### src/rtl/q2e_pkg.sv
// ----------------------------------------------------------------------------
// q2e_pkg
// Shared types, fixed-point widths and the CORDIC angle table for the
// quaternion to Euler angle unit.
// ----------------------------------------------------------------------------
package q2e_pkg;

    localparam int VW = 36;       // Q.30 sums
    localparam int TW = 32;       // clamped asin argument
    localparam int XW = 37;       // CORDIC vector components
    localparam int ZW = 36;       // CORDIC angle, Q.30
    localparam int NW = 61;       // square root radicand
    localparam int RW = 62;       // square root partial result
    localparam int SQ_STEPS = 31; // one result bit per cell
    localparam int TABLE_LEN = 24;

    localparam logic signed [VW-1:0] ONE_Q30 = VW'(64'sd1073741824);
    localparam logic signed [ZW-1:0] PI_Q30  = ZW'(64'sd3373259426);
    localparam logic [NW-1:0]        ONE_SQ  = NW'(1) << 60;

    typedef struct packed {
        logic signed [VW-1:0] roll_n;
        logic signed [VW-1:0] roll_d;
        logic signed [VW-1:0] yaw_n;
        logic signed [VW-1:0] yaw_d;
        logic signed [TW-1:0] t;
        logic                 clamp;
    } t_carry;

    typedef struct packed {
        logic [NW-1:0] n;
        logic [RW-1:0] res;
    } t_root;

    typedef struct packed {
        logic signed [XW-1:0] x;
        logic signed [XW-1:0] y;
        logic signed [ZW-1:0] ang;
        logic                 zero;
    } t_vec;

    function automatic logic signed [ZW-1:0] atan_q30(input logic [4:0] idx);
        logic signed [ZW-1:0] v;
        case (idx)
            5'd0:  v = ZW'(64'sd843314856);
            5'd1:  v = ZW'(64'sd497837829);
            5'd2:  v = ZW'(64'sd263043836);
            5'd3:  v = ZW'(64'sd133525158);
            5'd4:  v = ZW'(64'sd67021686);
            5'd5:  v = ZW'(64'sd33543515);
            5'd6:  v = ZW'(64'sd16775850);
            5'd7:  v = ZW'(64'sd8388437);
            5'd8:  v = ZW'(64'sd4194282);
            5'd9:  v = ZW'(64'sd2097149);
            5'd10: v = ZW'(64'sd1048575);
            5'd11: v = ZW'(64'sd524287);
            5'd12: v = ZW'(64'sd262143);
            5'd13: v = ZW'(64'sd131071);
            5'd14: v = ZW'(64'sd65535);
            5'd15: v = ZW'(64'sd32767);
            5'd16: v = ZW'(64'sd16383);
            5'd17: v = ZW'(64'sd8191);
            5'd18: v = ZW'(64'sd4095);
            5'd19: v = ZW'(64'sd2047);
            5'd20: v = ZW'(64'sd1023);
            5'd21: v = ZW'(64'sd511);
            5'd22: v = ZW'(64'sd255);
            5'd23: v = ZW'(64'sd127);
            default: v = '0;
        endcase
        return v;
    endfunction

    // Turns a vector with negative x by pi so that vectoring converges.
    function automatic t_vec prerotate(input logic signed [XW-1:0] x,
                                       input logic signed [XW-1:0] y);
        t_vec v;
        v.zero = (x == '0) && (y == '0);
        if (x < 0) begin
            v.x   = -x;
            v.y   = -y;
            v.ang = (y >= 0) ? PI_Q30 : -PI_Q30;
        end else begin
            v.x   = x;
            v.y   = y;
            v.ang = '0;
        end
        return v;
    endfunction

endpackage

### src/rtl/q2e_cordic_cell.sv
// ----------------------------------------------------------------------------
// q2e_cordic_cell
// One vectoring CORDIC iteration applied to the roll, pitch and yaw vectors.
// ----------------------------------------------------------------------------
module q2e_cordic_cell #(
    parameter int STEP = 0
) (
    input  logic          i_clk,
    input  logic          i_rst_n,
    input  logic          i_en,
    input  logic          i_valid,
    input  logic          i_clamp,
    input  q2e_pkg::t_vec i_vec [3],
    output logic          o_valid,
    output logic          o_clamp,
    output q2e_pkg::t_vec o_vec [3]
);

    localparam logic signed [q2e_pkg::ZW-1:0] ATAN = q2e_pkg::atan_q30(5'(STEP));

    logic          r_valid;
    logic          r_clamp;
    q2e_pkg::t_vec r_vec [3];
    q2e_pkg::t_vec n_vec [3];

    always_comb begin
        for (int l = 0; l < 3; l++) begin
            n_vec[l].zero = i_vec[l].zero;
            if (i_vec[l].y >= 0) begin
                n_vec[l].x   = i_vec[l].x + (i_vec[l].y >>> STEP);
                n_vec[l].y   = i_vec[l].y - (i_vec[l].x >>> STEP);
                n_vec[l].ang = i_vec[l].ang + ATAN;
            end else begin
                n_vec[l].x   = i_vec[l].x - (i_vec[l].y >>> STEP);
                n_vec[l].y   = i_vec[l].y + (i_vec[l].x >>> STEP);
                n_vec[l].ang = i_vec[l].ang - ATAN;
            end
        end
    end

    always_ff @(posedge i_clk) begin
        if (!i_rst_n) begin
            r_valid <= 1'b0;
        end else if (i_en) begin
            r_valid <= i_valid;
        end
    end

    always_ff @(posedge i_clk) begin
        if (i_en) begin
            r_clamp <= i_clamp;
            r_vec   <= n_vec;
        end
    end

    assign o_valid = r_valid;
    assign o_clamp = r_clamp;
    assign o_vec   = r_vec;

endmodule

### config.mk
export PLATFORM = sky130hd
export DESIGN_NAME = q2e_cordic_cell
export DESIGN_NICKNAME = d
export VERILOG_FILES = /design/src/rtl/q2e_pkg.sv /design/src/rtl/q2e_cordic_cell.sv
export SDC_FILE = /design/constraint.sdc
export NUM_CORES = 1
export LEC_CHECK = 0
export ABC_AREA = 1
export BUFFER_PORTS_ARGS = -buffer_cell sky130_fd_sc_hd__buf_2
export CAP_MARGIN = 5
export CORE_MARGIN = 3
export CORE_UTILIZATION = 40
export DETAILED_ROUTE_END_ITERATION = 8
export PLACE_DENSITY_LB_ADDON = 0.25
export SETUP_SLACK_MARGIN = 0.5
export SLEW_MARGIN = 40
export SYNTH_ARGS = -nofsm -noshare
export SYNTH_HDL_FRONTEND = slang
export SYNTH_SLANG_ARGS = --single-unit
### constraint.sdc
create_clock -name i_clk -period 3.1 [get_ports i_clk]
set_input_delay 0.31 -clock i_clk [delete_from_list [all_inputs] [get_ports i_clk]]
set_output_delay 0.31 -clock i_clk [all_outputs]
set_load 0.02 [all_outputs]
Word level (Yosys, flattened, before mapping)
Index checks and enable logic that the tools add are counted.
Widths: inputs -> output; s select.

storage, ports and cells
  bits in registers = 335
  input bits = 338
  output and inout bits = 335
  logic and storage cells = 35

operators by class
  add/sub/neg operators = 15
  magnitude comparators = 3
  mux-type cells = 3

operator list
  kind                    number
  $mux 110                3
  $sub 37x37->37          6
  $add 37x37->37          3
  $ge 37x1->1 const B     3
  $add 36x31->36 const B  3
  $sub 36x31->36 const B  3

Depth between registers and ports, before layout
Gate-level depths: netlist (run 1).

  depth after elaboration = 2
  mapped depth = 18
  depth with buffers taken out = 17

Least setup slack after synthesis (run 1)
OpenSTA, ideal clock, no wires.

  path kind = input-to-reg
  start point = input i_vec[184] in the netlist's numbering
  end point = register r_vec, in the netlist o_vec[136], data pin
  setup time = 259 ps
  arrival time = 2473 ps
  required time = 2841 ps
  path slack = 368 ps
  cell stages on the path = 12
  buffers on the path = 3
  cell sequence = clkbuf_1 -> inv_1 -> clkbuf_1 -> buf_2 -> ha_1 -> a21oi_1 -> nand2_1 -> a21boi_0 -> o21ai_0 -> nand2_1 -> nand2_1 -> xor2_1

RTL lines
  element                 line                   source
  start: declaration      q2e_cordic_cell.sv:13  input q2e_pkg::t_vec i_vec [3],
  end signal: assignment  q2e_cordic_cell.sv:52  r_vec <= n_vec;
  end: declaration        q2e_cordic_cell.sv:23  q2e_pkg::t_vec r_vec [3];

==> impl_results.md, run 1 <==
- Run status: finished, final reports clean
- Sum of negative setup slack: 0 ns
- Transition at the pin with the smallest max-transition slack: 0.744 ns
- Final setup violation count: 0
- Total leakage power: 0.0236 uW
- Sort of element at the end of the critical path: register
- Post-Syn Instances: 6071
- Clock-pin slew on the worst setup and hold paths: 0.06 ns
- Clock network latency to the later pin of the worst-skew pair: 0.62 ns
- Max Cap Viol: 0
- Sink Count: 332
- First-pass GRT wire length: 244000 um
- Data arrival time of the critical path: 2.74 ns
- Number of pins exceeding their max-slew limit in the final report: 0
- CTS tree: yes
- Total number of H-tree levels: 2
- Placeable Area: 97600 sq um
- Worst clock skew: 0 ns
- Cells traversed along the worst timing path: dlygate4sd3_1 -> buf_2 -> fa_1 -> nand3_1 -> nand2_1 -> a21boi_0 -> o21bai_1 -> nand2_1 -> nand2_1 -> nand2_1 -> nand2_1 -> nand2_1 -> nand2_1
- HPWL after detailed placement: 141000 um
- Crit path setup slack, layout: 0.744 ns
- Buffers inserted by post-CTS timing repair: 0
- Start-to-end type of the worst setup path: input pin to register
- Origin of the critical flop-to-flop path: o_valid
- Dominant combinational cell family by area after synthesis: simple AND/OR/NAND/NOR gates
- Number of stages on the worst setup path: 13
- Post-Synthesis Net Count: 6838
- Hold-critical path depth: 2
- Synth Flop Type: sky130_fd_sc_hd__edfxtp_1
- Most frequent cell on the critical path: sky130_fd_sc_hd__nand2_1
- Synth Area in Simple Gates: 0.314
- Vias/cell: 5.37
- YS warnings: 0
- Fmax: 425 MHz
- Final routed wire length divided by cell count: 20.6 um
- Net count reported at finish: 7490
- Arithmetic-cell share of the synthesized area counting full adders, half adders and majority gates: 0.137
- Horiz. Die Dim: 321 um
- XOR/XNOR share of the synthesized area: 0.0357
- Length in cells of the worst reg-to-reg path: 3
- Share of async-settable or async-resettable flops after synthesis: 0
- Total vias in the final route: 43212
- Synthesized area per cell: 6.55 sq um
- Maximum net fanout on the critical path: 4
- Area growth syn-to-layout: 15.9%
- Initial antenna violation count: 40
- Die height: 321 um
- Post-cts repair resize count: 0
- Number of synthesized register bits: 332
- IO Count: 673
- Iteration-0 DRC Markers: 4139
- Initial Utilization: 0.407
- Antenna Nets Post-Route: 0
- Worst slack, placed: 0.182 ns
- Number of placement rows: 114
- Wire length after detailed routing: 166000 um
- Number of distinct library cells after synthesis: 46
- All-Layer GR Usage: 0.309
- Number of buffers on the longest clock path: 3
- Minimum clock period after layout: 2.36 ns
- Most common cell after layout, fill and taps aside: sky130_fd_sc_hd__nand2_1
- Setup repair after global routing missed its margin: false
- CP Launch Type: input pin
- Total DRC errors in the routed layout: 0
- Gp weighted congestion: 1.03
- Fraction of layout cells with a size suffix above 1: 0.138
- Hold Path Origin: i_vec[227]
- Via count of the first global-routing pass: 40276
- Drt first pass iters: 6
- Multiplexer share of the synthesized area: 0.00126
- Area of the die: 103000 sq um
- Endpoint required time on the critical path: 3.48 ns
- Hold WC Path Type: input pin to register
- Final worst path period share: 0.760
- Max IR drop VDD: 0.000400 V
- Largest incremental delay on the critical path: 0.54 ns
- Share of the synthesized area in compound gates (AO/OA/AOI/OAI): 0.152
- Total power per unit cell area: 436 nW/um^2
- GRT overflow: 0
- Family of cells with the greatest summed delay on the critical path: buffers and inverters
- Count of port buffers added during placement: 672
- EDFF count, synth: 331
- Count of endpoints failing hold in the final timing report: 0
- Number of buffers and inverters on the critical path: 2
- Leading cell types in the layout, fill and taps excluded: sky130_fd_sc_hd__nand2_1, sky130_fd_sc_hd__inv_1, sky130_fd_sc_hd__buf_2
- Crit path launch: i_vec[4]
- CP max stage cell: sky130_fd_sc_hd__dlygate4sd3_1
- Portion of the post-synthesis area used by sequential elements: 0.251
- Slack of the worst reg-to-reg path: 1.93 ns
- Worst max-slew margin expressed relative to the limit: 0.499
- Master cell of the clock root buffer: sky130_fd_sc_hd__clkbuf_16
- Largest net degree at the start of global routing: 77
- Number of buffers created by CTS: 44
- Netlist Area Pre-Place: 39700 sq um
[what timing repair did]
action / 4_1_cts / 5_1_grt
hold buffers: 19 / 0
endpoints found under the setup margin: 0 / 0
hold endpoints to repair: 18 / 0
[synth_stat cells (5+ instances only)]
library cell,number,share of area
sky130_fd_sc_hd__a21boi_0,30,0.0057
sky130_fd_sc_hd__a21o_1,35,0.0066
sky130_fd_sc_hd__a21oi_1,489,0.062
sky130_fd_sc_hd__a21oi_2,10,0.0022
sky130_fd_sc_hd__a31oi_1,14,0.0022
sky130_fd_sc_hd__and2_1,8,0.0013
sky130_fd_sc_hd__buf_1,10,0.00094
sky130_fd_sc_hd__buf_2,27,0.0034
sky130_fd_sc_hd__buf_4,71,0.013
sky130_fd_sc_hd__buf_6,15,0.0043
sky130_fd_sc_hd__clkbuf_1,26,0.0025
sky130_fd_sc_hd__edfxtp_1,331,0.25
sky130_fd_sc_hd__fa_1,12,0.0060
sky130_fd_sc_hd__ha_1,417,0.13
sky130_fd_sc_hd__inv_1,896,0.085
sky130_fd_sc_hd__inv_2,10,0.00094
sky130_fd_sc_hd__mux2i_1,5,0.0013
sky130_fd_sc_hd__nand2_1,1744,0.16
sky130_fd_sc_hd__nand2_2,20,0.0031
sky130_fd_sc_hd__nand3_1,493,0.062
sky130_fd_sc_hd__nand3_2,15,0.0038
sky130_fd_sc_hd__nand4_1,36,0.0057
sky130_fd_sc_hd__nor2_1,544,0.051
sky130_fd_sc_hd__nor2_2,30,0.0047
sky130_fd_sc_hd__nor3_1,60,0.0076
sky130_fd_sc_hd__nor3_2,7,0.0018
sky130_fd_sc_hd__nor4_1,5,0.00079
sky130_fd_sc_hd__nor4_2,6,0.0019
sky130_fd_sc_hd__o21a_1,8,0.0015
sky130_fd_sc_hd__o21ai_0,355,0.045
sky130_fd_sc_hd__o21ai_1,26,0.0033
sky130_fd_sc_hd__o21ai_2,14,0.0031
sky130_fd_sc_hd__o21bai_1,74,0.014
sky130_fd_sc_hd__o22ai_1,35,0.0055
sky130_fd_sc_hd__or2_2,8,0.0013
sky130_fd_sc_hd__xnor2_1,25,0.0055
sky130_fd_sc_hd__xor2_1,137,0.030
[stage by stage]
step	cell area, sq um	std cells	hold WS [ns]	total power [uW]	util
2_1_floorplan	39700	6071	0.403	11500	-
3_3_place_gp	44300	7933	0.487	14500	0.454
3_5_place_dp	44300	7933	0.488	14600	0.454
4_1_cts	46000	8030	0.0166	20200	0.471
5_1_grt	46000	8036	0.0380	21300	0.472
6_report	46100	8054	0.0679	20100	0.472
[sequential cells by signal, indices dropped and copies added, names as in the netlist]
signal	count
o_vec	330
o_clamp	1
o_valid	1
[kinds of logic after synthesis]
family                     Yosys count
AOI/OAI and AO/OA                 1096
buffers and inverters             1055
and+or+nand+nor                   2992
muxes                                5
adders and majority gates          429
DFF                                332
xor gates and xnor gates           162
[where the power goes]
part	switching, uW	internal (uW)
Combinational	5960	2580
Clock	2180	3280
Sequential	289	5820
[routing by layer]
| layer | vias to the layer above | wire length, um | track usage | share of wire |
|---|---|---|---|---|
| met5 | - | 161 | 0 | 0.00097 |
| met4 | 24 | 5150 | 0.0908 | 0.031 |
| met3 | 260 | 15700 | 0.0670 | 0.095 |
| met2 | 1870 | 73300 | 0.495 | 0.44 |
| met1 | 19977 | 71800 | 0.419 | 0.43 |
| li1 | 21081 | - | - | - |
[area by class of cell]
| type | count | area [sq um] |
|---|---|---|
| clock inverter | 27 | 382 |
| clock buffer | 51 | 1130 |
| tap | 1276 | 1600 |
| timing repair buffer | 755 | 4140 |
| fill | 10290 | 51500 |
| inverter | 906 | 3400 |
| multi-input combinational | 4684 | 25400 |
| antenna | 23 | 57.6 |
| sequential | 332 | 9960 |
[path summary, 6_finish.rpt]
kind           endpoint
max           o_vec[34]
min          o_vec[227]
max reg2reg     o_valid
min reg2reg     o_valid
Power figures use the tool's default switching activity.
==> run 2: changes to the inputs <==
clock period = 2.37 ns   (was 3.1 ns; I/O delays follow)
==> impl_results.md, run 2 (same netlist as run 1, synthesis figures left out) <==
- Count of endpoints failing hold in the final timing report: 0 (unchanged)
- Total power per unit cell area: 532 nW/um^2 (+22%)
- Horiz. Die Dim: 321 um (unchanged)
- Clock power frac: 0.246 (-0.025)
- Most frequent cell on the critical path: sky130_fd_sc_hd__o21ai_0
- Max FFs per register: 330 (unchanged)
- CP max stage cell: sky130_fd_sc_hd__o21ai_0
- Number of placement rows: 114 (unchanged)
- Minimum clock period after layout: 1.90 ns
- Setup repair after global routing missed its margin: true
- Largest incremental delay on the critical path: 0.41 ns (-0.13 ns)
- Fmax: 527 MHz
- CTS tree: yes
- Data arrival time of the critical path: 2.19 ns (-0.55 ns)
- Slack of the worst reg-to-reg path: 1.15 ns (-0.78 ns)
- Worst clock skew: 0 ns (unchanged)
- Final routed wire length divided by cell count: 19.6 um (-4.8%)
- Total leakage power: 0.0277 uW (+17%)
- Wire length after detailed routing: 175000 um (+5.1%)
- Fraction of layout cells with a size suffix above 1: 0.272 (+0.135)
- Total number of H-tree levels: 2 (unchanged)
- Final worst path period share: 0.800
- Run status: finished, final reports clean
- Die height: 321 um (unchanged)
- Family of cells with the greatest summed delay on the critical path: compound AO/OA/AOI/OAI gates
- Flip-flop and latch area: 9960 sq um (unchanged)
- Number of buffers on the longest clock path: 3 (unchanged)
- Power after layout: 28700 uW (+43%)
- Endpoint required time on the critical path: 2.67 ns (-0.81 ns)
- Count of port buffers added during placement: 672 (unchanged)
- Area of the die: 103000 sq um (unchanged)
- IO Count: 673 (unchanged)
- Maximum net fanout on the critical path: 6 (+2)
- Cells traversed along the worst timing path: buf_2 -> inv_1 -> ha_1 -> buf_4 -> nand2_1 -> o21ai_0 -> a21oi_1 -> nand2_1 -> a21oi_1 -> o21ai_0 -> o21ai_0
- HPWL after detailed placement: 148000 um (+4.8%)
- Number of buffers and inverters on the critical path: 3 (+1)
- Sum of negative setup slack: 0 ns (unchanged)
- Vias/cell: 5.24 (-2.3%)
- First-pass GRT wire length: 257000 um (+5.2%)
- Sort of element at the end of the critical path: register
- Initial Utilization: 0.407 (unchanged)
- Start-to-end type of the worst setup path: input pin to register
- All-Layer GR Usage: 0.324 (+0.0143)
- Power share of the sequential group: 0.279 (-0.025)
- Clock-pin slew on the worst setup and hold paths: 0.07 ns (about the same)
- Share of total power consumed by net switching: 0.411 (-0.00812)
- Transition at the pin with the smallest max-transition slack: 0.807 ns (+0.0630 ns)
- Max Cap Viol: 0 (unchanged)
- Power share of the combinational group: 0.475 (+0.050)
- Gp weighted congestion: 1.03 (about the same)
- Initial antenna violation count: 27 (-33%)
- Layout fillers: 9673 (-6.0%)
- GRT overflow: 0 (unchanged)
- Most common cell after layout, fill and taps aside: sky130_fd_sc_hd__nand2_1
- CP Launch Type: input pin
- Via count of the first global-routing pass: 44234 (+9.8%)
- Antenna Nets Post-Route: 0 (unchanged)
- Placeable Area: 97600 sq um (unchanged)
- Total DRC errors in the routed layout: 0 (unchanged)
- Largest net degree at the start of global routing: 77 (unchanged)
- Net count reported at finish: 8333 (+11%)
- Max IR drop VDD: 0.000568 V (+42%)
- Sink Count: 332 (unchanged)
- Total vias in the final route: 46633 (+7.9%)
- Final core utilization: 0.553 (+0.0808)
- Number of pins exceeding their max-slew limit in the final report: 0 (unchanged)
- Area of combinational cells with multiple inputs: 26900 sq um (+5.9%)
- Final setup violation count: 0 (unchanged)
- Worst max-slew margin expressed relative to the limit: 0.462 (-0.0367)
- Leading cell types in the layout, fill and taps excluded: sky130_fd_sc_hd__nand2_1, sky130_fd_sc_hd__buf_4, sky130_fd_sc_hd__inv_1
- Number of buffers created by CTS: 44 (unchanged)
- Hold WC Path Type: input pin to register
- Master cell of the clock root buffer: sky130_fd_sc_hd__clkbuf_16
- Power spent charging and discharging nets: 11800 uW (+40%)
- Internal power: 16900 uW (+45%)
- Drt first pass iters: 7 (+1)
- Clock network latency to the later pin of the worst-skew pair: 0.61 ns (about the same)
- Iteration-0 DRC Markers: 4050 (-2.2%)
- Area growth syn-to-layout: 35.8%
[run 2: per-layer routing]
layer  share of wire  GRT usage  vias up
met3           0.082     0.0571      407
met2            0.45      0.531     1992
met5         0.00023          0        -
met1            0.41      0.412    21471
li1                -          -    22757
met4           0.052      0.154        6
[run 2: worst register-to-register path, stage by stage, from the launching register on]
cell and delay, ns:
sky130_fd_sc_hd__dfxtp_1 0.31, sky130_fd_sc_hd__o21ai_0 0.19, sky130_fd_sc_hd__a21oi_1 0.06, sky130_fd_sc_hd__dlygate4sd3_1 0.56
[run 2: power groups by stage]
stage | sequential, uW | clock [uW] | combinational, uW
2_1_floorplan | 9070 | 0 | 6170
3_3_place_gp | 8100 | 0 | 13000
3_5_place_dp | 8100 | 0 | 13100
4_1_cts | 8000 | 7240 | 13200
5_1_grt | 8050 | 7460 | 14700
6_report | 8000 | 7050 | 13600
[run 2: through the flow]
step	worst slack, ns	instance area [sq um]	cells	hold WS (ns)
final	0.473	54000	8897	0.0399
after global routing	0.442	53900	8890	0.0365
after CTS	0.503	53200	8872	0.00226
after detailed placement	-0.219	51500	8769	0.416
after global placement	-0.242	51500	8769	0.413
after floorplan	0.319	40700	6071	0.330
[run 2: final timing paths]
kind,startpoint,endpoint,cells after the start
setup / recovery,i_vec[271],o_vec[277],11
hold / removal,i_vec[332],o_vec[295],5
setup reg to reg,o_valid,o_valid,3
hold reg to reg,o_valid,o_valid,3
[run 2: cell type report]
| cell class | instances | area share |
|---|---|---|
| flip-flops and latches | 332 | 0.185 |
| repair buffers | 1598 | 0.195 |
| clock inverters | 31 | 0.00626 |
| well taps | 1276 | 0.0296 |
| diodes | 21 | 0.000974 |
| inverters | 906 | 0.0635 |
| multi-input cells | 4684 | 0.499 |
| clock buffers | 49 | 0.0211 |
[run 2: repair_timing]
action,CTS,global route
pin swaps,0,12
setup endpoints to repair,7,136
gates resized for setup,9,197
hold buffers,23,0
gates cloned,0,0
buffers inserted,0,4
endpoints found under the hold margin,22,0
