===== src/rtl/q2e_pkg.sv =====
// ----------------------------------------------------------------------------
// q2e_pkg
// Shared types, fixed-point widths and the CORDIC angle table for the
// quaternion to Euler angle unit.
// ----------------------------------------------------------------------------
package q2e_pkg;

    localparam int VW = 36;       // Q.30 sums
    localparam int TW = 32;       // clamped asin argument
    localparam int XW = 37;       // CORDIC vector components
    localparam int ZW = 36;       // CORDIC angle, Q.30
    localparam int NW = 61;       // square root radicand
    localparam int RW = 62;       // square root partial result
    localparam int SQ_STEPS = 31; // one result bit per cell
    localparam int TABLE_LEN = 24;

    localparam logic signed [VW-1:0] ONE_Q30 = VW'(64'sd1073741824);
    localparam logic signed [ZW-1:0] PI_Q30  = ZW'(64'sd3373259426);
    localparam logic [NW-1:0]        ONE_SQ  = NW'(1) << 60;

    typedef struct packed {
        logic signed [VW-1:0] roll_n;
        logic signed [VW-1:0] roll_d;
        logic signed [VW-1:0] yaw_n;
        logic signed [VW-1:0] yaw_d;
        logic signed [TW-1:0] t;
        logic                 clamp;
    } t_carry;

    typedef struct packed {
        logic [NW-1:0] n;
        logic [RW-1:0] res;
    } t_root;

    typedef struct packed {
        logic signed [XW-1:0] x;
        logic signed [XW-1:0] y;
        logic signed [ZW-1:0] ang;
        logic                 zero;
    } t_vec;

    function automatic logic signed [ZW-1:0] atan_q30(input logic [4:0] idx);
        logic signed [ZW-1:0] v;
        case (idx)
            5'd0:  v = ZW'(64'sd843314856);
            5'd1:  v = ZW'(64'sd497837829);
            5'd2:  v = ZW'(64'sd263043836);
            5'd3:  v = ZW'(64'sd133525158);
            5'd4:  v = ZW'(64'sd67021686);
            5'd5:  v = ZW'(64'sd33543515);
            5'd6:  v = ZW'(64'sd16775850);
            5'd7:  v = ZW'(64'sd8388437);
            5'd8:  v = ZW'(64'sd4194282);
            5'd9:  v = ZW'(64'sd2097149);
            5'd10: v = ZW'(64'sd1048575);
            5'd11: v = ZW'(64'sd524287);
            5'd12: v = ZW'(64'sd262143);
            5'd13: v = ZW'(64'sd131071);
            5'd14: v = ZW'(64'sd65535);
            5'd15: v = ZW'(64'sd32767);
            5'd16: v = ZW'(64'sd16383);
            5'd17: v = ZW'(64'sd8191);
            5'd18: v = ZW'(64'sd4095);
            5'd19: v = ZW'(64'sd2047);
            5'd20: v = ZW'(64'sd1023);
            5'd21: v = ZW'(64'sd511);
            5'd22: v = ZW'(64'sd255);
            5'd23: v = ZW'(64'sd127);
            default: v = '0;
        endcase
        return v;
    endfunction

    // Turns a vector with negative x by pi so that vectoring converges.
    function automatic t_vec prerotate(input logic signed [XW-1:0] x,
                                       input logic signed [XW-1:0] y);
        t_vec v;
        v.zero = (x == '0) && (y == '0);
        if (x < 0) begin
            v.x   = -x;
            v.y   = -y;
            v.ang = (y >= 0) ? PI_Q30 : -PI_Q30;
        end else begin
            v.x   = x;
            v.y   = y;
            v.ang = '0;
        end
        return v;
    endfunction

endpackage


===== src/rtl/q2e_sqrt_cell.sv =====
// ----------------------------------------------------------------------------
// q2e_sqrt_cell
// One digit of the restoring integer square root, with the angle operands
// riding alongside.
// ----------------------------------------------------------------------------
module q2e_sqrt_cell #(
    parameter int K = 0
) (
    input  logic             i_clk,
    input  logic             i_rst_n,
    input  logic             i_en,
    input  logic             i_valid,
    input  q2e_pkg::t_root   i_root,
    input  q2e_pkg::t_carry  i_carry,
    output logic             o_valid,
    output q2e_pkg::t_root   o_root,
    output q2e_pkg::t_carry  o_carry
);

    localparam logic [q2e_pkg::RW-1:0] BIT = q2e_pkg::RW'(1) << (60 - 2 * K);

    logic                   r_valid;
    q2e_pkg::t_root         r_root;
    q2e_pkg::t_carry        r_carry;
    q2e_pkg::t_root         n_root;
    logic [q2e_pkg::RW-1:0] w_sum;

    always_comb begin
        w_sum = i_root.res + BIT;
        if (q2e_pkg::RW'(i_root.n) >= w_sum) begin
            n_root.n   = i_root.n - q2e_pkg::NW'(w_sum);
            n_root.res = (i_root.res >> 1) + BIT;
        end else begin
            n_root.n   = i_root.n;
            n_root.res = i_root.res >> 1;
        end
    end

    always_ff @(posedge i_clk) begin
        if (!i_rst_n) begin
            r_valid <= 1'b0;
        end else if (i_en) begin
            r_valid <= i_valid;
        end
    end

    always_ff @(posedge i_clk) begin
        if (i_en) begin
            r_root  <= n_root;
            r_carry <= i_carry;
        end
    end

    assign o_valid = r_valid;
    assign o_root  = r_root;
    assign o_carry = r_carry;

endmodule


===== config.mk =====
export PLATFORM = sky130hd
export DESIGN_NAME = q2e_sqrt_cell
export DESIGN_NICKNAME = d
export VERILOG_FILES = /design/src/rtl/q2e_pkg.sv /design/src/rtl/q2e_sqrt_cell.sv
export SDC_FILE = /design/constraint.sdc
export NUM_CORES = 1
export LEC_CHECK = 0
export BUFFER_PORTS_ARGS = -buffer_cell sky130_fd_sc_hd__buf_2
export CAP_MARGIN = 20
export CELL_PAD_IN_SITES_DETAIL_PLACEMENT = 1
export CELL_PAD_IN_SITES_GLOBAL_PLACEMENT = 1
export CORE_AREA = 4 4 233 235
export CTS_CLUSTER_DIAMETER = 80
export CTS_CLUSTER_SIZE = 12
export DETAILED_ROUTE_END_ITERATION = 16
export DIE_AREA = 0 0 237 239
export PLACE_DENSITY_LB_ADDON = 0.15
export SYNTH_ARGS = -nofsm -noshare
export SYNTH_HDL_FRONTEND = slang
export SYNTH_SLANG_ARGS = --single-unit
export TNS_END_PERCENT = 5

===== constraint.sdc =====
create_clock -name i_clk -period 10.2 [get_ports i_clk]
set_clock_uncertainty 0.15 [all_clocks]
set_input_delay 0.51 -clock i_clk [delete_from_list [all_inputs] [get_ports i_clk]]
set_output_delay 0.51 -clock i_clk [all_outputs]
set_load 0.02 [all_outputs]

## Yosys cells after proc, flatten, opt, wreduce, memory -nomap -nowiden

Cells that the tools add are included.

- Bits in registers: 301
- Input port bits: 304
- Output and inout bits: 301
- Word-level logic and storage cells: 15

- Add/sub/neg operators: 3
- $lt $le $gt $ge: 1
- Multiplexer cells: 1

Operators by type and width:

| kind | count |
|---|---|
| two-way mux 123 bit | 1 |
| adder 61 x 61 -> 62 bit, second input constant | 1 |
| adder 62 x 61 -> 62 bit, second input constant | 1 |
| >= comparator 61 x 62 -> 1 bit | 1 |
| subtractor 61 bit | 1 |

## Depth between registers and ports, before layout

Gate-level depths: netlist of run 1.

- Depth in word-level cells: 3
- Gate-level depth with buffers: 15
- Mapped depth without buffers: 14

## Worst setup path before layout of run 1

OpenSTA, ideal clock, no wires.

- Path type: input port to flip-flop
- From: in i_root[62] in the netlist's numbering
- To: reg r_root, in the netlist o_root[118] (data pin)
- Library setup time: 0.260 ns
- Arrival: 3.330 ns
- Required time: 9.790 ns
- Path slack: 6.460 ns
- Stages on the path: 14
- Path buffers: 1
- Cells stage by stage: inv_1 > ha_1 > fa_1 > nor2b_1 > o31a_1 > o31ai_1 > a22o_1 > a311oi_2 > o2111ai_1 > nand2_1 > a31oi_2 > o41ai_4 > buf_2 > mux2_2

RTL lines:

| item | line | source |
|---|---|---|
| start, declared | q2e_sqrt_cell.sv:13 | `input q2e_pkg::t_root i_root,` |
| end signal, assigned | q2e_sqrt_cell.sv:49 | `r_root <= n_root;` |
| end, declared | q2e_sqrt_cell.sv:23 | `q2e_pkg::t_root r_root;` |

==> flow_summary.rst, run 1 <==
.. list-table::
   :header-rows: 1

   * - Metric
     - Value
   * - Result of the run
     - completed
   * - Crit-path slowest cell
     - sky130_fd_sc_hd__buf_4
   * - Register cell area after layout
     - 9030 um^2
   * - Vias per Instance
     - 4.48
   * - Number of buffers on the longest clock path
     - 3
   * - Number of max-cap violations
     - 0
   * - Class of the most critical setup path
     - input pin to register
   * - CTS root buf
     - sky130_fd_sc_hd__clkbuf_16
   * - Worst min-delay path class
     - input pin to register
   * - Register bit total from synthesis
     - 301
   * - Endpoint kind of the worst setup timing path
     - register
   * - Final weighted congestion of routability-driven global placement
     - 0.792
   * - Sum of buffers and inverters on the critical path
     - 4
   * - Crit path max fanout
     - 67
   * - Achievable Freq
     - 215 MHz
   * - Number of standard-cell rows in the floorplan
     - 84
   * - Starting density of the core
     - 25.6%
   * - Die width
     - 237 um
   * - Clock transition at the registers of the reported paths
     - 0.06 ns
   * - Maximum number of pins on one net before global-route repair
     - between 100 and 150
   * - Post-DR wirelength/cell
     - about 23 um
   * - Post-layout nets
     - 2199
   * - Netlist Area Pre-Place
     - 13400 um^2
   * - Final cell count without fillers
     - 2551
   * - Number of clock buffers inserted by TritonCTS
     - 34
   * - Kind of launch point of the worst setup path
     - input pin
   * - Area occupied by multi-input gates
     - roughly 4000 um^2
   * - Global router's overall resource usage
     - 19.5%
   * - Area growth from synthesis to final layout
     - 53.0%
   * - Max incr delay on CP
     - approximately 0.6 ns
   * - First-pass GRT wire length
     - 83200 um
   * - Cells taking the most area after synthesis
     - sky130_fd_sc_hd__edfxtp_1 67%, sky130_fd_sc_hd__ha_1 5.7%, sky130_fd_sc_hd__a21oi_1 4.5%
   * - Total via count after detailed routing
     - 11427
   * - RSZ-0062 raised after global routing
     - no
   * - Slew Limit Headroom
     - 32.4%
   * - Fraction of layout instances using a drive strength above 1
     - 36.4%
   * - Final routed DRC violation total
     - 0
   * - DR iter-0 viols
     - approximately 570
   * - Placed Instances
     - 2261
   * - Number of enable flip-flop cells after synthesis
     - 300
   * - Area of the placeable core
     - 52200 um^2
   * - Number of buffers inserted by port buffering
     - 604
   * - Required time of the critical path
     - around 10 ns
   * - Cell taking the most area after synthesis
     - sky130_fd_sc_hd__edfxtp_1
   * - Post-synthesis sequential area ratio
     - 67.5%
   * - Setup violators final
     - 0
   * - Count of final hold-check violations
     - 0
   * - Max H-tree Level
     - 2
   * - Yosys synthesis warning count
     - 0
   * - Number of global-route vias before repair
     - 12458
   * - Final Core Density
     - between 30% and 40%
   * - Leakage dissipation
     - 8.90 nW
   * - Post-Synthesis Cells
     - 997
   * - Fin crit period
     - 4.66 ns
   * - Total Negative Setup Slacks
     - 0 ns
   * - Overall overflow remaining after global route
     - 0
   * - First-pass DRT Iterations
     - 5
   * - Clock latency reported for the late side of the worst-skew pair
     - 0.53 ns
   * - Net Count, Synth
     - ~1400
   * - Fill cells
     - 5725
   * - Commonest register cell after synthesis
     - sky130_fd_sc_hd__edfxtp_1
   * - Final Routed Wirelength
     - just under 60000 um
   * - Total power density per cell area
     - 169 nW/um^2
   * - Minimum setup slack in the final design
     - approximately 5.5 ns
   * - Fraction of registers with async set/reset
     - 0%
   * - Area after detailed placement
     - 17200 um^2
   * - Share of the synthesized area in the top cell type
     - 67.3%
   * - Post-DP HPWL
     - roughly 44000 um
   * - Kind of cell with the highest combined delay on the critical path
     - compound AO/OA/AOI/OAI gates
   * - Maximum resistive drop on vdd
     - 0.107 mV
   * - Portion of the clock cycle consumed by the worst path in the final layout
     - a little under half
   * - Die height
     - 239 um
   * - CTS sink cnt
     - between 300 and 400
   * - Per-instance average area after synthesis
     - 13.4 um^2
   * - Count leader, synth
     - sky130_fd_sc_hd__edfxtp_1
   * - Worst Tran Pin Value
     - approximately 1.0 ns
   * - Distinct cell type count after synthesis
     - 50
   * - Worst setup timing slack at the placement stage
     - 5.43 ns
   * - Worst endpoint data arrival time
     - 4.80 ns
   * - Final design instance area without fill
     - 20500 um^2
   * - Cell-by-cell trace of the critical path
     - dlygate4sd3_1 > buf_2 > inv_1 > ha_1 > and2_1 > nand3_1 > a211o_1 > a22o_1 > a311oi_2 > o2111ai_1 > nand2_1 > a31oi_2 > o41ai_4 > buf_4 > mux2_2
   * - CTS tree
     - done
   * - Number of max-slew violations in the final report
     - 0
   * - Most frequent cells after synthesis
     - 300 x sky130_fd_sc_hd__edfxtp_1, 120 x sky130_fd_sc_hd__a21oi_1, 78 x sky130_fd_sc_hd__inv_1
   * - Number of placed I/O pins
     - 605
   * - DRT antenna net count
     - 0
   * - Area enclosed by the die boundary
     - 56600 um^2
   * - Initial antenna violation count
     - 20
-- area by class of cell --
cell class / instances / share of cell area [%]
antenna: 14 / 0.171
clock inverter: 10 / 0.568
multi-input combinational: 584 / 19.1
timing repair buffer: 833 / 25.9
sequential: 301 / 44.1
clock buffer: 42 / 4.45
tap: 688 / 4.20
inverter: 79 / 1.45
-- final timing paths --
path	start	to	slack (ns)	cells after the start
hold / removal	i_root[40]	o_root[39]	0.04	1
setup reg to reg	o_valid	o_valid	9.45	2
hold reg to reg	o_valid	o_valid	0.38	2
setup / recovery	i_root[17]	o_root[90]	5.54	15
-- stage by stage --
step           hold WS, ns  total power [mW]
3_5_place_dp         0.360              2.23
6_report            0.0374              3.47
3_3_place_gp         0.351              2.23
2_1_floorplan        0.439              1.92
5_1_grt            0.00196              3.64
4_1_cts           0.000376              3.52
-- what timing repair did --
item	CTS	global route
hold endpoints to repair	224	0
endpoints found under the setup margin	0	0
gates resized for setup	0	0
hold buffers	224	0
buffers inserted	0	0
-- report_power, final --
part / switching (mW) / internal, mW
Clock: 0.524 / 0.664
Sequential: 0.0280 / 1.49
Combinational: 0.471 / 0.288
Total: 1.02 / 2.44
-- cell families (layout without fill, tap and decap cells) --
| kind of cell | Yosys count | count (layout) | synth area share [%] |
|---|---|---|---|
| xor+xnor | 59 | 59 | 3.86 |
| flops | 301 | 301 | 67.5 |
| simple gates | 194 | 194 | 6.75 |
| mux | 15 | 15 | 1.24 |
| fa+ha+maj | 62 | 62 | 5.85 |
| buf+inv | 112 | 964 | 3.24 |
| other cells | 0 | 14 | 0 |
| compound gates | 254 | 254 | 11.6 |
-- state kept, by name, indices dropped and copies added (netlist names) --
| name | flops |
|---|---|
| o_carry | 177 |
| o_root | 123 |
| o_valid | 1 |
-- worst register-to-register path, cell delays in order, from the launching register on --
cell and delay (ns):
sky130_fd_sc_hd__dfxtp_1 0.31, sky130_fd_sc_hd__mux2i_1 0.12, sky130_fd_sc_hd__nor2b_1 0.06
-- per-layer routing --
| metal | GRT usage, % | part of all wire (%) |
|---|---|---|
| met1 | 21.4 | 37 |
| met2 | 35.1 | 51 |
| met3 | 6.45 | 7.9 |
| met4 | 7.48 | 3.8 |
| met5 | 0 | 0.16 |
-- layout by cell type (no fill, tap or decap), types with 4 or more instances in the layout --
cell type	count
sky130_fd_sc_hd__buf_2	603
sky130_fd_sc_hd__edfxtp_1	300
sky130_fd_sc_hd__dlygate4sd3_1	224
sky130_fd_sc_hd__a21oi_1	120
sky130_fd_sc_hd__inv_1	78
sky130_fd_sc_hd__nor2_1	76
sky130_fd_sc_hd__ha_1	61
sky130_fd_sc_hd__nand2_1	42
sky130_fd_sc_hd__o21ai_0	39
sky130_fd_sc_hd__xnor2_1	37
sky130_fd_sc_hd__clkbuf_16	35
sky130_fd_sc_hd__a21o_1	30
sky130_fd_sc_hd__xor2_1	22
sky130_fd_sc_hd__nand4_1	15
sky130_fd_sc_hd__diode_2	14
sky130_fd_sc_hd__nand3_1	13
sky130_fd_sc_hd__o21bai_1	13
sky130_fd_sc_hd__mux2_2	13
sky130_fd_sc_hd__a31oi_1	11
sky130_fd_sc_hd__and2_1	9
sky130_fd_sc_hd__nand2b_1	8
sky130_fd_sc_hd__and3_1	7
sky130_fd_sc_hd__nor3_1	6
sky130_fd_sc_hd__clkbuf_1	6
sky130_fd_sc_hd__o211ai_1	5
sky130_fd_sc_hd__o21a_1	5
sky130_fd_sc_hd__nor2b_1	5
sky130_fd_sc_hd__a21boi_0	5
sky130_fd_sc_hd__buf_4	5
sky130_fd_sc_hd__o31ai_1	4
sky130_fd_sc_hd__a22o_1	4
No activity file was read; power rests on OpenSTA's default activity.
==> run 2: changes to the inputs <==
--- a/config.mk
+++ b/config.mk
@@ -5,15 +5,16 @@
 export SDC_FILE = /design/constraint.sdc
 export NUM_CORES = 1
 export LEC_CHECK = 0
+export ABC_AREA = 1
 export BUFFER_PORTS_ARGS = -buffer_cell sky130_fd_sc_hd__buf_2
 export CAP_MARGIN = 20
 export CELL_PAD_IN_SITES_DETAIL_PLACEMENT = 1
 export CELL_PAD_IN_SITES_GLOBAL_PLACEMENT = 1
-export CORE_AREA = 4 4 233 235
+export CORE_AREA = 4 4 236 238
 export CTS_CLUSTER_DIAMETER = 80
 export CTS_CLUSTER_SIZE = 12
 export DETAILED_ROUTE_END_ITERATION = 16
-export DIE_AREA = 0 0 237 239
+export DIE_AREA = 0 0 240 242
 export PLACE_DENSITY_LB_ADDON = 0.15
 export SYNTH_ARGS = -nofsm -noshare
 export SYNTH_HDL_FRONTEND = slang
==> constraint.sdc (replaced) <==
create_clock -name i_clk -period 4.7 [get_ports i_clk]
set_clock_uncertainty 0.15 [all_clocks]
set_input_delay 0.235 -clock i_clk [delete_from_list [all_inputs] [get_ports i_clk]]
set_output_delay 0.235 -clock i_clk [all_outputs]
set_load 0.02 [all_outputs]
==> run 2 against run 1 <==
Effect of this change: cell count is 35% higher; highest routed layer unchanged; critical endpoint is now o_root[75]; sequential power rose by 120%; clock power up 90%; area after synthesis is 20% higher; first-iteration DRC count grew 55%; register-to-register slack got worse by 6.2 ns; power rose by 120%; sequential cell count unchanged; utilization up 5.1 points; critical path type unchanged; combinational power rose to 2.6 times the previous value.
==> flow_summary.rst, run 2 <==
.. list-table::
   :header-rows: 1

   * - Metric
     - Value
   * - Leakage dissipation
     - 11.8 nW (+33%)
   * - Internal Power
     - 5.10 mW (+110%)
   * - Area occupied by multi-input gates
     - 5410 um^2 (+38%)
   * - Per-instance average area after synthesis
     - 8.93 um^2 (-33%)
   * - Crit-path slowest cell
     - sky130_fd_sc_hd__dlygate4sd3_1
   * - NetSw
     - 2.45 mW (+140%)
   * - Worst min-delay path class
     - input pin to register
   * - Post-Synthesis Cells
     - 1794 (+80%)
   * - Die height
     - 242 um (+1.3%)
   * - Crit path max fanout
     - 40 (-40%)
   * - Switching part of the total power
     - 32.5% (+3.0 points)
   * - Net Count, Synth
     - 2160 (+58%)
   * - Class of the most critical setup path
     - input pin to register
   * - Register cell area after layout
     - 9030 um^2 (unchanged)
   * - Final cell count without fillers
     - 3435 (+35%)
   * - Final Routed Wirelength
     - 82800 um (+43%)
   * - Area enclosed by the die boundary
     - 58100 um^2 (+2.5%)
   * - Post-DR wirelength/cell
     - 24.1 um (+6.1%)
   * - Top library cells by usage in the layout, fill and taps aside
     - 619 x sky130_fd_sc_hd__nand2_1, 603 x sky130_fd_sc_hd__buf_2, 381 x sky130_fd_sc_hd__inv_1
   * - Vias per Instance
     - 4.62 (+3.1%)
   * - Largest register FFs
     - 177 (unchanged)
   * - Number of clock buffers inserted by TritonCTS
     - 30 (-12%)
   * - Endpoint kind of the worst setup timing path
     - register
   * - Overall overflow remaining after global route
     - 0 (unchanged)
   * - Total via count after detailed routing
     - 15867 (+39%)
   * - Kind of launch point of the worst setup path
     - input pin
   * - Combinational Power Share
     - 26.3% (+4.4 points)
   * - Number of global-route vias before repair
     - 16889 (+36%)
   * - Clock transition at the registers of the reported paths
     - 0.07 ns (about the same)
   * - Clock latency reported for the late side of the worst-skew pair
     - 0.59 ns (+0.06 ns)
   * - Count of final hold-check violations
     - 0 (unchanged)
   * - Worst endpoint data arrival time
     - 3.44 ns (-1.36 ns)
   * - Setup violators final
     - 0 (unchanged)
   * - Post-layout nets
     - 3089 (+40%)
   * - Cell repeated most along the worst path
     - sky130_fd_sc_hd__nand2_2
   * - Fraction of registers with async set/reset
     - 0% (unchanged)
   * - Cells taking the most area after synthesis
     - sky130_fd_sc_hd__edfxtp_1 56%, sky130_fd_sc_hd__nand2_1 14%, sky130_fd_sc_hd__inv_1 8.9%
   * - Result of the run
     - completed
   * - Relative contribution of the clock network to total power
     - 30.0% (-4.3 points)
   * - Cell taking the most area after synthesis
     - sky130_fd_sc_hd__edfxtp_1
   * - Maximum number of pins on one net before global-route repair
     - 104 (-13%)
   * - Post-DP HPWL
     - 66700 um (+50%)
   * - Number of buffers inserted by port buffering
     - 604 (unchanged)
   * - Achievable Freq
     - 307 MHz
   * - Fill cells
     - 6470 (+13%)
   * - RSZ-0062 raised after global routing
     - no
   * - Required time of the critical path
     - 4.88 ns (-5.46 ns)
   * - Placed Instances
     - 3086 (+36%)
   * - CTS root buf
     - sky130_fd_sc_hd__clkbuf_16
   * - Starting density of the core
     - 29.9% (+4.3 points)
   * - Total Negative Setup Slacks
     - 0 ns (unchanged)
   * - Fraction of layout instances using a drive strength above 1
     - 26.0% (-10 points)
   * - Final design instance area without fill
     - 23800 um^2 (+16%)
   * - Share of the synthesized area in the top cell type
     - 56.2% (-11 points)
   * - Number of buffers on the longest clock path
     - 3 (unchanged)
   * - Fin crit period
     - 3.26 ns
   * - Fraction of power consumed by sequential logic
     - 43.8% (about the same)
   * - DRT antenna net count
     - 0 (unchanged)
   * - Max incr delay on CP
     - 0.52 ns (-0.08 ns)
   * - First-pass DRT Iterations
     - 5 (unchanged)
   * - Distinct cell type count after synthesis
     - 36 (-28%)
   * - Number of enable flip-flop cells after synthesis
     - 300 (unchanged)
   * - Area after detailed placement
     - 19900 um^2 (+16%)
   * - Cell-by-cell trace of the critical path
     - dlygate4sd3_1 > buf_2 > inv_1 > ha_1 > fa_1 > inv_1 > nand3_1 > nand2_4 > nand2_2 > nand2_2 > nand2_2 > nand2_2 > nand2_1 > nand2_1 > nand2_1 > nand3_4 > buf_4 > o21ai_0
   * - Worst Tran Pin Value
     - 0.879 ns (-0.136 ns)
   * - Final weighted congestion of routability-driven global placement
     - 0.968 (+22%)
   * - Die width
     - 240 um (+1.3%)
   * - CTS sink cnt
     - 301 (unchanged)
   * - DR iter-0 viols
     - 883 (+55%)
   * - Register bit total from synthesis
     - 301 (unchanged)
   * - Netlist Area Pre-Place
     - 16000 um^2 (+20%)
   * - Number of placed I/O pins
     - 605 (unchanged)
   * - Most frequent cells after synthesis
     - 619 x sky130_fd_sc_hd__nand2_1, 381 x sky130_fd_sc_hd__inv_1, 300 x sky130_fd_sc_hd__edfxtp_1
   * - Max H-tree Level
     - 1 (-1)
   * - Commonest register cell after synthesis
     - sky130_fd_sc_hd__edfxtp_1
   * - Global router's overall resource usage
     - 27.4% (+7.9 points)
   * - Yosys synthesis warning count
     - 0 (unchanged)
   * - Total power density per cell area
     - 318 nW/um^2 (+88%)
   * - Area of the placeable core
     - 53600 um^2 (+2.6%)
   * - Number of max-slew violations in the final report
     - 0 (unchanged)
   * - First-pass GRT wire length
     - 117000 um (+41%)
   * - Commonest non-fill, non-tap cell in the layout
     - sky130_fd_sc_hd__nand2_1
   * - Slew Limit Headroom
     - 41.2% (+8.9 points)
   * - Count leader, synth
     - sky130_fd_sc_hd__nand2_1
   * - Maximum resistive drop on vdd
     - 0.242 mV (+130%)
   * - Portion of the clock cycle consumed by the worst path in the final layout
     - 69.4%
   * - Number of max-cap violations
     - 0 (unchanged)
   * - Initial antenna violation count
     - 22 (+10%)
   * - Area growth from synthesis to final layout
     - 48.3%
   * - Setup slack of the worst register-to-register path
     - 3.29 ns (-6.16 ns)
   * - Post-synthesis sequential area ratio
     - 56.3% (-11 points)
   * - Number of standard-cell rows in the floorplan
     - 85 (+1.2%)
   * - CTS tree
     - done
   * - Final routed DRC violation total
     - 0 (unchanged)
[run 2: worst max-delay path, delay by kind of cell]
family          cells  cell delay (ns)
simple gates       10             1.22
fa+ha+maj           2             0.62
compound gates      1             0.15
buf+inv             5             1.19
[run 2: layout make-up]
class / instances / area share (%)
clock buffer: 30 / 3.16
antenna: 11 / 0.116
multi-input combinational: 1088 / 22.8
sequential: 301 / 38.0
tap: 696 / 3.66
clock inverter: 7 / 0.374
timing repair buffer: 912 / 25.8
inverter: 390 / 6.16
[run 2: routing by layer]
layer,vias up,GRT usage [%],share of wire (%)
met1,7780,34.7,43
met5,-,0,0.025
met4,4,8.39,3.6
met2,450,48.6,50
li1,7530,-,-
met3,103,3.64,4.3
[run 2: metrics by stage]
| step | hold slack (ns) | setup slack [ns] | power (mW) | utilization, % |
|---|---|---|---|---|
| 2_1_floorplan | 0.178 | 2.36 | 4.30 | - |
| 3_3_place_gp | 0.263 | 1.48 | 5.09 | 37.1 |
| 3_5_place_dp | 0.264 | 1.38 | 5.11 | 37.1 |
| 4_1_cts | 0.00722 | 1.49 | 7.62 | 44.3 |
| 5_1_grt | 0.0484 | 1.28 | 7.89 | 44.3 |
| 6_report | 0.0221 | 1.44 | 7.55 | 44.3 |
[run 2: power groups by stage]
stage | clock network [mW] | registers [mW] | logic (mW)
after detailed placement | 0 | 3.35 | 1.76
after CTS | 2.33 | 3.30 | 1.99
after global placement | 0 | 3.35 | 1.74
after global routing | 2.43 | 3.32 | 2.14
final | 2.26 | 3.30 | 1.98
after floorplan | 0 | 3.66 | 0.640
[run 2: cell families after synthesis]
kind of cell / count (synthesis) / synth area share [%]
AO/OA/AOI/OAI: 78 / 2.62
XOR/XNOR: 31 / 1.69
adder cells (fa/ha/maj): 62 / 4.89
buffers and inverters: 405 / 9.90
flip-flops: 301 / 56.3
AND/OR/NAND/NOR: 917 / 24.6
[run 2: worst paths after layout]
kind	start	end	cells after the start
worst max-delay path	i_root[62]	o_root[75]	18
worst max register to register	o_valid	o_valid	3
worst min register to register	o_valid	o_valid	3
worst min-delay path	i_en	o_root[103]	1
[run 2: repair_timing]
action / in CTS / in global routing
hold buffers: 301 / 0
endpoints found under the hold margin: 301 / 0
setup endpoints to repair: 0 / 0
gates resized for setup: 0 / 0
buffers inserted: 0 / 0
